$ cat config.mk
export PLATFORM = sky130hd
export DESIGN_NAME = decimal_text_to_fixed_point
export DESIGN_NICKNAME = d
export VERILOG_FILES = /design/src/rtl/dttf_pkg.sv /design/src/rtl/dttf_acc.sv /design/src/rtl/dttf_div.sv /design/src/rtl/decimal_text_to_fixed_point.sv
export SDC_FILE = /design/constraint.sdc
export NUM_CORES = 1
export LEC_CHECK = 0
export ABC_AREA = 1
export BUFFER_PORTS_ARGS = -buffer_cell sky130_fd_sc_hd__buf_2
export CAP_MARGIN = 15
export CELL_PAD_IN_SITES_DETAIL_PLACEMENT = 1
export CELL_PAD_IN_SITES_GLOBAL_PLACEMENT = 2
export CORE_UTILIZATION = 39
export DETAILED_ROUTE_END_ITERATION = 10
export PLACE_DENSITY = 0.91
export SYNTH_ARGS = -nofsm -noshare
export SYNTH_HDL_FRONTEND = slang
export SYNTH_SLANG_ARGS = --single-unit
$ cat constraint.sdc
create_clock -name clk -period 8.2 [get_ports clk]
set_input_delay 0 -clock clk [delete_from_list [all_inputs] [get_ports clk]]
set_output_delay 0 -clock clk [all_outputs]
set_load 0.03 [all_outputs]
$ cat src/rtl/dttf_pkg.sv
package dttf_pkg;

  localparam int ACC_W   = 32;
  localparam int FRAC_W  = 30;
  localparam int CNT_W   = 4;
  localparam int CHAR_W  = 8;

  localparam logic [CHAR_W-1:0] CHAR_MINUS = 8'h2D;
  localparam logic [CHAR_W-1:0] CHAR_DOT   = 8'h2E;
  localparam logic [CHAR_W-1:0] CHAR_ZERO  = 8'h30;
  localparam logic [CHAR_W-1:0] CHAR_NINE  = 8'h39;

  typedef enum logic [1:0] {
    ST_IDLE,
    ST_LOAD,
    ST_DIV,
    ST_DONE
  } state_t;

  typedef struct packed {
    logic take;
    logic clear;
  } acc_ctrl_t;

  function automatic logic [FRAC_W-1:0] pow10(input logic [CNT_W-1:0] n);
    logic [FRAC_W-1:0] v;
    unique case (n)
      4'd0:    v = 30'd1;
      4'd1:    v = 30'd10;
      4'd2:    v = 30'd100;
      4'd3:    v = 30'd1000;
      4'd4:    v = 30'd10000;
      4'd5:    v = 30'd100000;
      4'd6:    v = 30'd1000000;
      4'd7:    v = 30'd10000000;
      4'd8:    v = 30'd100000000;
      4'd9:    v = 30'd1000000000;
      default: v = 30'd1;
    endcase
    return v;
  endfunction

endpackage

$ cat src/rtl/dttf_acc.sv
module dttf_acc #(
  parameter int MAX_FRAC_DIGITS = 9
) (
  input  logic                              clk,
  input  logic                              rst_n,
  input  dttf_pkg::acc_ctrl_t               ctrl,
  input  logic [dttf_pkg::CHAR_W-1:0]       character,
  output logic                              sign_seen,
  output logic [dttf_pkg::ACC_W-1:0]        whole_accum,
  output logic [dttf_pkg::FRAC_W-1:0]       frac_accum,
  output logic [dttf_pkg::CNT_W-1:0]        frac_digit_count
);

  logic                          sign_seen_r, sign_seen_nxt;
  logic                          in_fraction_r, in_fraction_nxt;
  logic [dttf_pkg::ACC_W-1:0]    whole_r, whole_nxt;
  logic [dttf_pkg::FRAC_W-1:0]   frac_r, frac_nxt;
  logic [dttf_pkg::CNT_W-1:0]    count_r, count_nxt;
  logic                          is_digit;
  logic [3:0]                    digit;
  logic [dttf_pkg::CHAR_W-1:0]   char_off;

  assign is_digit = (character >= dttf_pkg::CHAR_ZERO) && (character <= dttf_pkg::CHAR_NINE);
  assign char_off = character - dttf_pkg::CHAR_ZERO;
  assign digit    = char_off[3:0];

  always_comb begin
    sign_seen_nxt   = sign_seen_r;
    in_fraction_nxt = in_fraction_r;
    whole_nxt       = whole_r;
    frac_nxt        = frac_r;
    count_nxt       = count_r;
    if (ctrl.clear) begin
      sign_seen_nxt   = 1'b0;
      in_fraction_nxt = 1'b0;
      whole_nxt       = '0;
      frac_nxt        = '0;
      count_nxt       = '0;
    end else if (ctrl.take) begin
      if (character == dttf_pkg::CHAR_MINUS) begin
        sign_seen_nxt = 1'b1;
      end else if (character == dttf_pkg::CHAR_DOT) begin
        in_fraction_nxt = 1'b1;
      end else if (is_digit) begin
        if (!in_fraction_r) begin
          whole_nxt = {whole_r[dttf_pkg::ACC_W-4:0], 3'b000}
                    + {whole_r[dttf_pkg::ACC_W-2:0], 1'b0}
                    + {{(dttf_pkg::ACC_W-4){1'b0}}, digit};
        end else if (count_r < dttf_pkg::CNT_W'(MAX_FRAC_DIGITS)) begin
          frac_nxt  = {frac_r[dttf_pkg::FRAC_W-4:0], 3'b000}
                    + {frac_r[dttf_pkg::FRAC_W-2:0], 1'b0}
                    + {{(dttf_pkg::FRAC_W-4){1'b0}}, digit};
          count_nxt = count_r + 1'b1;
        end
      end
    end
  end

  always_ff @(posedge clk) begin
    if (!rst_n) begin
      sign_seen_r   <= 1'b0;
      in_fraction_r <= 1'b0;
      whole_r       <= '0;
      frac_r        <= '0;
      count_r       <= '0;
    end else begin
      sign_seen_r   <= sign_seen_nxt;
      in_fraction_r <= in_fraction_nxt;
      whole_r       <= whole_nxt;
      frac_r        <= frac_nxt;
      count_r       <= count_nxt;
    end
  end

  assign sign_seen        = sign_seen_r;
  assign whole_accum      = whole_r;
  assign frac_accum       = frac_r;
  assign frac_digit_count = count_r;

endmodule

$ cat src/rtl/dttf_div.sv
module dttf_div #(
  parameter int FRAC_BITS = 16
) (
  input  logic                          clk,
  input  logic                          rst_n,
  input  logic                          start,
  input  logic [dttf_pkg::FRAC_W-1:0]   numer,
  input  logic [dttf_pkg::FRAC_W-1:0]   denom,
  output logic                          last_step,
  output logic [FRAC_BITS-1:0]          quotient
);

  localparam int CW = $clog2(FRAC_BITS);

  logic                          run_r, run_nxt;
  logic [CW-1:0]                 cnt_r, cnt_nxt;
  logic [dttf_pkg::FRAC_W-1:0]   rem_r, rem_nxt;
  logic [dttf_pkg::FRAC_W-1:0]   den_r, den_nxt;
  logic [FRAC_BITS-1:0]          quo_r, quo_nxt;
  logic [dttf_pkg::FRAC_W:0]     rem_sh;
  logic [dttf_pkg::FRAC_W+1:0]   diff;
  logic                          fits;

  assign rem_sh = {rem_r, 1'b0};
  assign diff   = {1'b0, rem_sh} - {2'b00, den_r};
  assign fits   = !diff[dttf_pkg::FRAC_W+1];
  assign last_step = run_r && (cnt_r == '0);

  always_comb begin
    run_nxt = run_r;
    cnt_nxt = cnt_r;
    rem_nxt = rem_r;
    den_nxt = den_r;
    quo_nxt = quo_r;
    if (start) begin
      run_nxt = 1'b1;
      cnt_nxt = CW'(FRAC_BITS - 1);
      rem_nxt = numer;
      den_nxt = denom;
      quo_nxt = '0;
    end else if (run_r) begin
      rem_nxt = fits ? diff[dttf_pkg::FRAC_W-1:0] : rem_sh[dttf_pkg::FRAC_W-1:0];
      quo_nxt = {quo_r[FRAC_BITS-2:0], fits};
      cnt_nxt = cnt_r - 1'b1;
      if (cnt_r == '0) begin
        run_nxt = 1'b0;
      end
    end
  end

  always_ff @(posedge clk) begin
    if (!rst_n) begin
      run_r <= 1'b0;
      cnt_r <= '0;
    end else begin
      run_r <= run_nxt;
      cnt_r <= cnt_nxt;
    end
  end

  always_ff @(posedge clk) begin
    rem_r <= rem_nxt;
    den_r <= den_nxt;
    quo_r <= quo_nxt;
  end

  assign quotient = quo_r;

endmodule

$ cat src/rtl/decimal_text_to_fixed_point.sv
// Each character request without the last flag is taken without a stall.
// A request with the last flag moves through the LOAD, DIV and DONE states
// before the result is registered: LOAD starts the shift-subtract divider,
// DIV takes one quotient bit per cycle from it and DONE registers the result.
// Input stalls until the result is loaded.
// Synchronous active-low reset clears all accumulators and the result valid.
module decimal_text_to_fixed_point #(
  parameter int FRAC_BITS       = 16,
  parameter int MAX_FRAC_DIGITS = 9
) (
  input  logic                    clk,
  input  logic                    rst_n,
  input  logic                    in_valid,
  output logic                    in_stall,
  input  logic [7:0]              in_character,
  input  logic                    in_last_char,
  output logic                    out_valid,
  input  logic                    out_stall,
  output logic                    out_is_negative,
  output logic [31:0]             out_whole_part,
  output logic [FRAC_BITS-1:0]    out_fraction_bits
);

  dttf_pkg::state_t              state_r, state_nxt;
  dttf_pkg::acc_ctrl_t           acc_ctrl;
  logic                          div_start;
  logic                          div_last;
  logic                          out_load;
  logic                          out_valid_r, out_valid_nxt;
  logic                          sign_seen;
  logic [dttf_pkg::ACC_W-1:0]    whole_accum;
  logic [dttf_pkg::FRAC_W-1:0]   frac_accum;
  logic [dttf_pkg::CNT_W-1:0]    frac_count;
  logic [FRAC_BITS-1:0]          quotient;
  logic                          neg_r;
  logic [dttf_pkg::ACC_W-1:0]    whole_r;
  logic [FRAC_BITS-1:0]          frac_bits_r;

  always_comb begin
    state_nxt     = state_r;
    in_stall      = 1'b1;
    div_start     = 1'b0;
    out_load      = 1'b0;
    acc_ctrl.take = 1'b0;
    acc_ctrl.clear = 1'b0;
    unique case (state_r)
      dttf_pkg::ST_IDLE: begin
        in_stall = 1'b0;
        acc_ctrl.take = in_valid;
        if (in_valid && in_last_char) begin
          state_nxt = dttf_pkg::ST_LOAD;
        end
      end
      dttf_pkg::ST_LOAD: begin
        div_start = 1'b1;
        state_nxt = dttf_pkg::ST_DIV;
      end
      dttf_pkg::ST_DIV: begin
        if (div_last) begin
          state_nxt = dttf_pkg::ST_DONE;
        end
      end
      dttf_pkg::ST_DONE: begin
        if (!out_valid_r || !out_stall) begin
          out_load       = 1'b1;
          acc_ctrl.clear = 1'b1;
          state_nxt      = dttf_pkg::ST_IDLE;
        end
      end
      default: begin
        state_nxt = dttf_pkg::ST_IDLE;
      end
    endcase
  end

  always_comb begin
    out_valid_nxt = out_valid_r;
    if (out_load) begin
      out_valid_nxt = 1'b1;
    end else if (out_valid_r && !out_stall) begin
      out_valid_nxt = 1'b0;
    end
  end

  always_ff @(posedge clk) begin
    if (!rst_n) begin
      state_r     <= dttf_pkg::ST_IDLE;
      out_valid_r <= 1'b0;
    end else begin
      state_r     <= state_nxt;
      out_valid_r <= out_valid_nxt;
    end
  end

  always_ff @(posedge clk) begin
    if (out_load) begin
      neg_r       <= sign_seen;
      whole_r     <= whole_accum;
      frac_bits_r <= quotient;
    end
  end

  dttf_acc #(
    .MAX_FRAC_DIGITS (MAX_FRAC_DIGITS)
  ) u_acc (
    .clk              (clk),
    .rst_n            (rst_n),
    .ctrl             (acc_ctrl),
    .character        (in_character),
    .sign_seen        (sign_seen),
    .whole_accum      (whole_accum),
    .frac_accum       (frac_accum),
    .frac_digit_count (frac_count)
  );

  dttf_div #(
    .FRAC_BITS (FRAC_BITS)
  ) u_div (
    .clk       (clk),
    .rst_n     (rst_n),
    .start     (div_start),
    .numer     (frac_accum),
    .denom     (dttf_pkg::pow10(frac_count)),
    .last_step (div_last),
    .quotient  (quotient)
  );

  assign out_valid         = out_valid_r;
  assign out_is_negative   = neg_r;
  assign out_whole_part    = whole_r;
  assign out_fraction_bits = frac_bits_r;

endmodule

==> reports/metrics.yaml, run 1 <==
drt:
  postRouteAntennaNets: 0
  first_pass_iters: 5
  wl_um: 44800
  vias: 13600
  top_layer: "met4"
  drtIter0Drc: 511
  met1_length_um: 19900
  wire_per_inst_um: 16.3
  via_per_inst: 4.97
  drc: 0
  wl_met3_um: 970
  wl_met2_um: 22700
clocking:
  ctsResizeCount: 0
  clock_latency_ps: 470
  max-clock-path-buffers: 2
  htreeDepth: 4
  cts-root-buf: "clkbuf_16"
  post_cts_buffers: 0
  cts_sinks: 194
  path_clk_slew_ps: 90
  cts_tree: "built"
  cts_buffers: 17
yosys:
  synth_area_mm2: 0.0148
  seq_area_frac_synth_pct: 33.1
  synth_cell_types: 49
  syn_area_per_cell_um2: 6.87
  synthCells: 2156
  syn-num-nets: 2327
  synth_seq_cells: 194
  ys.warnings.count: 0
placed_design:
  pre_cts_ws_ps: 5300
  hpwl_um: 35900
  gp_congestion: 0.924
  dpl.cell_count: 2703
  portBuffers: 63
min_path:
  holdCritStartpoint: "in_character[5]"
  hp-class: "in2reg"
  min_path_cells: 5
global_routing:
  antenna_found_initial: 0
  grt_max_degree: 56
  grt_pass1_vias: 14700
  grt_overflow: 0
  track_usage_pct: 24.1
  grt_pass1_wl_um: 74000
finish:
  final_cell_mix: "675 x nand2_1, 412 x inv_1, 193 x nor2_1, 152 x ha_1, 143 x nand3_1"
  fin_cells: 2743
  diodes: 0
  finalNetCount: 2390
  drive_gt1_share_pct: 6.14
  utilization_pct: 43.7
  multi_input_comb_area_mm2: 0.00816
  regArea_mm2: 0.00490
  area_delta_synth_final_pct: 10.5
  final_common_cell: "nand2_1"
  nFillCells: 4897
floorplanning:
  io_pins: 64
  chipHeight_um: 197
  rows: 71
  die_w_um: 197
  core_mm2: 0.0375
  initial_core_util_pct: 39.5
  dieArea_mm2: 0.0388
timing:
  setup_tns_ps: 0
  clock.fmax_mhz: 344
  tightest_slew_ps: 688
  hold_violations: 0
  min_period_ps: 2910
  fin_crit_sh_pct: 35.5
  setup_viol: 0
  max_slew_margin_pct: 54.1
  maxSlewViolCount: 0
  rsz0062_at_grt: "false"
  finClkSkew_ps: 15.1
  fin_ws_ps: 5290
critical_path:
  cp.required_ps: 8430
  startpoint_type: "register"
  rr_worst_depth: 11
  cp-startpoint: "u_div.den_r[26]$_SDFFCE_PN0P_"
  crit_fanout: 39
  cpPeakStageDelay_ps: 440
  critPathKind: "reg2reg"
  worstReg2RegStart: "u_div.den_r[26]$_SDFFCE_PN0P_"
  slowest_stage: "nand2_4"
  setup.worst_path.end_class: "register"
  crit_chain: "inv_1 > ha_1 > nand2_1 > nor2_1 > and2_1 > and2_4 > nand2_4 > nand2_4 > o21ai_0 > nand3_1 > nand2_1"
  worstPathArrival_ps: 3140
flow_run:
  cap_violations: 0
power_and_ir_drop:
  powerDensity_mw_per_mm2: 275
  irDropWorstVdd_mv: 0.148
  power_leakage_nw: 8.63
status:
  outcome: "finished, final reports clean"
critical path, delay by kind of cell (launching register included):
kind	cells	cell delay, ps
compound gates	1	210
fa+ha+maj	1	420
buf+inv	1	80
flops	1	350
simple gates	8	1580
cells by family (layout without fill, tap and decap cells):
| kind of cell | Yosys count | after routing | share of synthesized area (%) |
|---|---|---|---|
| AND/OR/NAND/NOR | 1103 | 1103 | 31.3 |
| buffers and inverters | 450 | 526 | 11.9 |
| AO/OA/AOI/OAI | 212 | 212 | 7.81 |
| flip-flops | 194 | 194 | 33.1 |
| adder cells (fa/ha/maj) | 158 | 158 | 13.6 |
| XOR/XNOR | 39 | 39 | 2.30 |
metal layers:
metal | vias to the layer above | GRT usage (%)
li1 | 6938 | -
met1 | 6476 | 28.8
met2 | 154 | 44.8
met3 | 61 | 2.72
met4 | 0 | 7.75
met5 | - | 0
flip-flops by register name (all words and copies together), names as in the netlist:
name,cells
u_acc.in_fraction_r,1
u_acc.sign_seen,1
u_div.rem_r,30
u_div.den_r,23
u_acc.frac_digit_count,4
u_div.quotient,16
out_valid,1
out_whole_part,32
state_r,2
u_acc.whole_accum,32
u_acc.frac_accum,30
u_div.run_r,1
out_is_negative,1
u_div.cnt_r,4
out_fraction_bits,16
synth_stat cells (all sizes together):
cell type	instances	area [µm²]
xnor2	27	236
fa	5	100
a21oi	104	528
nand3b	27	203
and3	2	12.5
dfxtp	92	1840
o211ai	1	7.51
a221oi	1	8.76
a311oi	1	8.76
clkbuf	13	48.8
nand2	682	2590
a31oi	1	6.26
or2	4	25.0
a211oi	1	7.51
nor3	10	66.3
ha	153	1910
a21o	3	22.5
edfxtp	102	3060
a21boi	3	22.5
xor2	12	105
nor2	201	774
o22ai	14	87.6
nand3	151	796
and2	5	33.8
nor4	1	6.26
buf	22	161
inv	414	1550
o21a	6	45.0
nand4	20	125
o31ai	2	15.0
o21ai	66	330
o21bai	9	67.6
clkinv	1	3.75
power breakdown:
part	leakage (nW)	internal, mW	switching, mW
Clock	0.321	0.444	0.500
Combinational	6.60	0.686	1.49
Sequential	1.70	1.29	0.0866
per-stage QoR:
step | hold WS (ps) | power (mW) | cell area, µm²
global placement | 292 | 3.49 | 15600
detailed placement | 298 | 3.56 | 15600
floorplan | 124 | 2.98 | 14800
CTS | 36.3 | 4.53 | 16400
finish | 58.4 | 4.50 | 16400
global route | 57.8 | 4.86 | 16400
worst paths after layout:
check	slack [ps]	endpoint
worst min-delay path	60	u_acc.frac_digit_count[3]$_SDFFE_PP0P_
worst min register to register	440	out_fraction_bits[4]$_DFFE_PP_
worst max-delay path	5290	u_div.rem_r[15]$_DFFE_PP_
worst max register to register	5290	u_div.rem_r[15]$_DFFE_PP_
area by class of cell:
class	instances	share of cell area, %
clock inverter	15	1.46
multi-input combinational	1512	49.8
sequential	194	29.9
tap	511	3.90
inverter	415	9.51
clock buffer	17	2.60
timing repair buffer	79	2.78
what timing repair did:
action | 4_1_cts | 5_1_grt
hold endpoints to repair | 12 | 0
endpoints found under the setup margin | 0 | 0
hold buffers | 8 | 0
Note: power is estimated with default switching activity, not from simulation.
==> run 2: changes to the inputs <==
- ABC_AREA: 1 -> 0
- CORE_UTILIZATION: 39 -> 36
- PLACE_DENSITY: 0.91 -> 0.81
- clock period: 8.2 -> 2.6 ns (I/O delays scaled with it)
==> run 2 against run 1 <==
The flow now finishes with violations (setup timing). Synthesized cell count down 36%. Count of clock-buffer cells in the layout unchanged. Worst hold slack worse by 4.7 ps. Sequential cell count unchanged. Final area up 8.7%. Total power rose to 3.9 times the previous value. First-iteration DRC count up 3.5%. Worst setup slack worse by 5700 ps. Non-clock buffer count up 300. Combinational power rose to 4.7 times the previous value. Critical endpoint is now u_div.rem_r[24]$_DFFE_PP_. Largest cell class unchanged.
==> reports/metrics.yaml, run 2 <==
critical_path:
  startpoint_type: "register"  # unchanged
  setup.worst_path.end_class: "register"  # unchanged
  crit_fanout: 4  # was 39
  rr_worst_depth: 11  # unchanged
  critPathKind: "reg2reg"  # unchanged
  worstPathArrival_ps: 3270  # was 3140 ps
  cp.required_ps: 2900  # was 8430 ps
yosys:
  synth.area.top_cells: "edfxtp_1 24%, ha_1 15%, dfxtp_1 15%"  # was edfxtp_1 21%, nand2_1 17%, ha_1 13%
  ys.flop_type: "edfxtp_1"  # unchanged
  syn-num-nets: 1548  # was 2,327
  synth_cell_types: 77  # was 49
  synth_area_mm2: 0.0127  # was 0.0148 mm²
  synth_most_common_cell: "nand2_1"  # unchanged
  seq_area_frac_synth_pct: 38.6  # was 33.1%
  synth_common_cells: "170 x nand2_1, 153 x ha_1, 131 x a21oi_1"  # was 675 x nand2_1, 412 x inv_1, 195 x nor2_1
  synth_largest_area_cell: "edfxtp_1"  # unchanged
  syn_area_per_cell_um2: 9.22  # was 6.87 µm²
  yosysTopAreaCellShare_pct: 24.1  # was 20.7%
  synth-edff-count: 102  # unchanged
  synthCells: 1377  # was 2,156
  ys_async_sr_fraction_pct: 0  # unchanged
  synth_seq_cells: 194  # unchanged
  ys.warnings.count: 0  # unchanged
floorplanning:
  rows: 68  # was 71
  io_pins: 64  # unchanged
  die_w_um: 190  # was 197 µm
  core_mm2: 0.0346  # was 0.0375 mm²
  initial_core_util_pct: 36.7  # was 39.5%
  dieArea_mm2: 0.0360  # was 0.0388 mm²
  chipHeight_um: 190  # was 197 µm
timing:
  fin_crit_sh_pct: 114  # was 35.5%
  tightest_slew_ps: 539  # was 688 ps
  rsz0062_at_grt: "true"  # was false
  max_slew_margin_pct: 64.1  # was 54.1%
  setup_tns_ps: -7900  # was 0 ps
  clock.fmax_mhz: 337  # was 344 MHz
  min_period_ps: 2970  # was 2910 ps
  fin_ws_ps: -367  # was 5290 ps
  maxSlewViolCount: 0  # unchanged
  hold_violations: 0  # unchanged
  finClkSkew_ps: 13.4  # was 15.1 ps
  setup_viol: 55  # was 0
drt:
  first_pass_iters: 4  # was 5
  wire_per_inst_um: 19.3  # was 16.3 µm
  top_layer: "met4"  # unchanged
  wl_um: 42100  # was 44,800 µm
  drtIter0Drc: 529  # was 511
  wl_met3_um: 996  # was 970 µm
  via_per_inst: 5.42  # was 4.97
  drc: 0  # unchanged
  postRouteAntennaNets: 0  # unchanged
  met1_length_um: 19100  # was 19,900 µm
  wl_met2_um: 21200  # was 22,700 µm
  vias: 11800  # was 13,600
power_and_ir_drop:
  power_leakage_nw: 7.84  # was 8.63 nW
  cellInternalPower_mw: 10.3  # was 2.42 mW
  powerDensity_mw_per_mm2: 980  # was 275 mW/mm²
  p_sw_mw: 7.19  # was 2.08 mW
  p_total_mw: 17.5  # was 4.50 mW
  power_frac_clock_pct: 15.9  # was 21.0%
  irDropWorstVdd_mv: 0.693  # was 0.148 mV
  sw_frac_of_total_pct: 41.2  # was 46.2%
  power_frac_seq_pct: 25.3  # was 30.6%
  p_comb_share_pct: 58.8  # was 48.4%
finish:
  final_cell_mix: "276 x buf_4, 138 x nand2_1, 134 x ha_1, 102 x edfxtp_1, 92 x a21oi_1"  # was 675 x nand2_1, 412 x inv_1, 193 x nor2_1, 152 x ha_1, 143 x nand3_1
  final_common_cell: "buf_4"  # was nand2_1
  diodes: 0  # unchanged
  area_delta_synth_final_pct: 40.3  # was 10.5%
  drive_gt1_share_pct: 36.9  # was 6.14%
  finalNetCount: 1890  # was 2,390
  nFillCells: 3887  # was 4,897
status:
  failed_checks: "setup timing"
  outcome: "finished, violations left"  # was finished, final reports clean
global_routing:
  antenna_found_initial: 0  # unchanged
  grt_overflow: 0  # unchanged
  grt_pass1_vias: 12700  # was 14,700
  grt_pass1_wl_um: 66500  # was 74,000 µm
  track_usage_pct: 23.2  # was 24.1%
  grt_max_degree: 40  # was 56
min_path:
  min_path_cells: 4  # was 5
  hp-class: "in2reg"  # unchanged
placed_design:
  portBuffers: 63  # unchanged
  gp_congestion: 0.866  # was 0.924
  hpwl_um: 29800  # was 35,900 µm
clocking:
  cts_buffers: 17  # unchanged
  clock_latency_ps: 450  # was 470 ps
  cts-root-buf: "clkbuf_16"  # unchanged
  cts_tree: "built"  # unchanged
  cts_sinks: 194  # unchanged
  htreeDepth: 4  # unchanged
  path_clk_slew_ps: 80  # was 90 ps
  max-clock-path-buffers: 2  # unchanged
flow_run:
  cap_violations: 0  # unchanged
-- run 2: cell count changes after synthesis, sizes merged, moves of 24 or more --
cell,before,now
clkbuf,13,37
a21o,3,36
inv,414,79
nand2,682,170
nand3,151,37
a21oi,104,131
nor2,201,93
-- run 2: cells by family (layout without fill, tap and decap cells) --
group | Yosys count | after routing | synth area share, %
buffers and inverters | 135 | 490 | 4.33
AND/OR/NAND/NOR | 427 | 427 | 15.9
adder cells (fa/ha/maj) | 158 | 158 | 15.9
multiplexers | 24 | 24 | 1.90
flip-flops | 194 | 194 | 38.6
AO/OA/AOI/OAI | 382 | 382 | 19.5
XOR/XNOR | 57 | 57 | 3.93
-- run 2: worst paths after layout --
path	end	start	slack, ps
max reg2reg	u_div.rem_r[24]$_DFFE_PP_	u_div.rem_r[0]$_DFFE_PP_	-370
min reg2reg	out_is_negative$_DFFE_PP_	u_acc.sign_seen$_SDFFE_PP0P_	450
min	u_acc.in_fraction_r$_SDFFE_PP0P_	in_character[3]	50
max	u_div.rem_r[24]$_DFFE_PP_	u_div.rem_r[0]$_DFFE_PP_	-370
-- run 2: repair_timing --
item                                   4_1_cts  5_1_grt
hold buffers                                 6        0
endpoints found under the hold margin       12        0
cloned                                       2        0
setup endpoints to repair                   68       70
setup buffers                               29       15
pin swaps                                   95      106
resized for setup                          154      132
-- run 2: power by group through the flow --
stage | logic, mW | clock network [mW] | registers [mW]
2_1_floorplan | 4.61 | 0 | 4.43
3_3_place_gp | 7.62 | 0 | 4.38
3_5_place_dp | 7.91 | 0 | 4.42
4_1_cts | 9.26 | 2.83 | 4.39
5_1_grt | 11.0 | 2.94 | 4.46
6_report | 10.3 | 2.77 | 4.42
-- run 2: layout make-up --
class	instances	area, µm²	share of cell area [%]
multi-input cells	1048	8460	47.5
inverters	79	297	1.67
repair buffers	379	2950	16.6
clock buffers	17	425	2.39
clock inverters	15	181	1.02
flip-flops and latches	194	4920	27.6
well taps	455	569	3.20
-- run 2: per-stage QoR --
stage | cell area (µm²) | utilization (%) | std cells | hold WS [ps] | setup slack (ps)
3_5_place_dp | 15600 | 45.0 | 2114 | 288 | -339
6_report | 17800 | 51.4 | 2187 | 53.8 | -367
2_1_floorplan | 12800 | - | 1377 | 128 | -93.7
3_3_place_gp | 15600 | 45.0 | 2114 | 286 | -303
5_1_grt | 17800 | 51.4 | 2187 | 74.7 | -480
4_1_cts | 17200 | 49.6 | 2177 | 54.2 | -233
-- run 2: per-layer routing --
layer | vias to the layer above | track usage (%)
li1 | 5697 | -
met1 | 5905 | 30.0
met2 | 179 | 40.6
met3 | 62 | 2.71
met4 | 0 | 6.45
met5 | - | 0
-- run 2: critical path: stages, from the launching register on --
cell and delay [ps]:
edfxtp_1 470, fa_2 390, a21o_1 210, a221oi_2 310, buf_4 190, a211o_4 160
a31oi_4 90, buf_6 150, o211ai_1 230, a21oi_1 110, or3_1 360, a2bb2oi_1 150
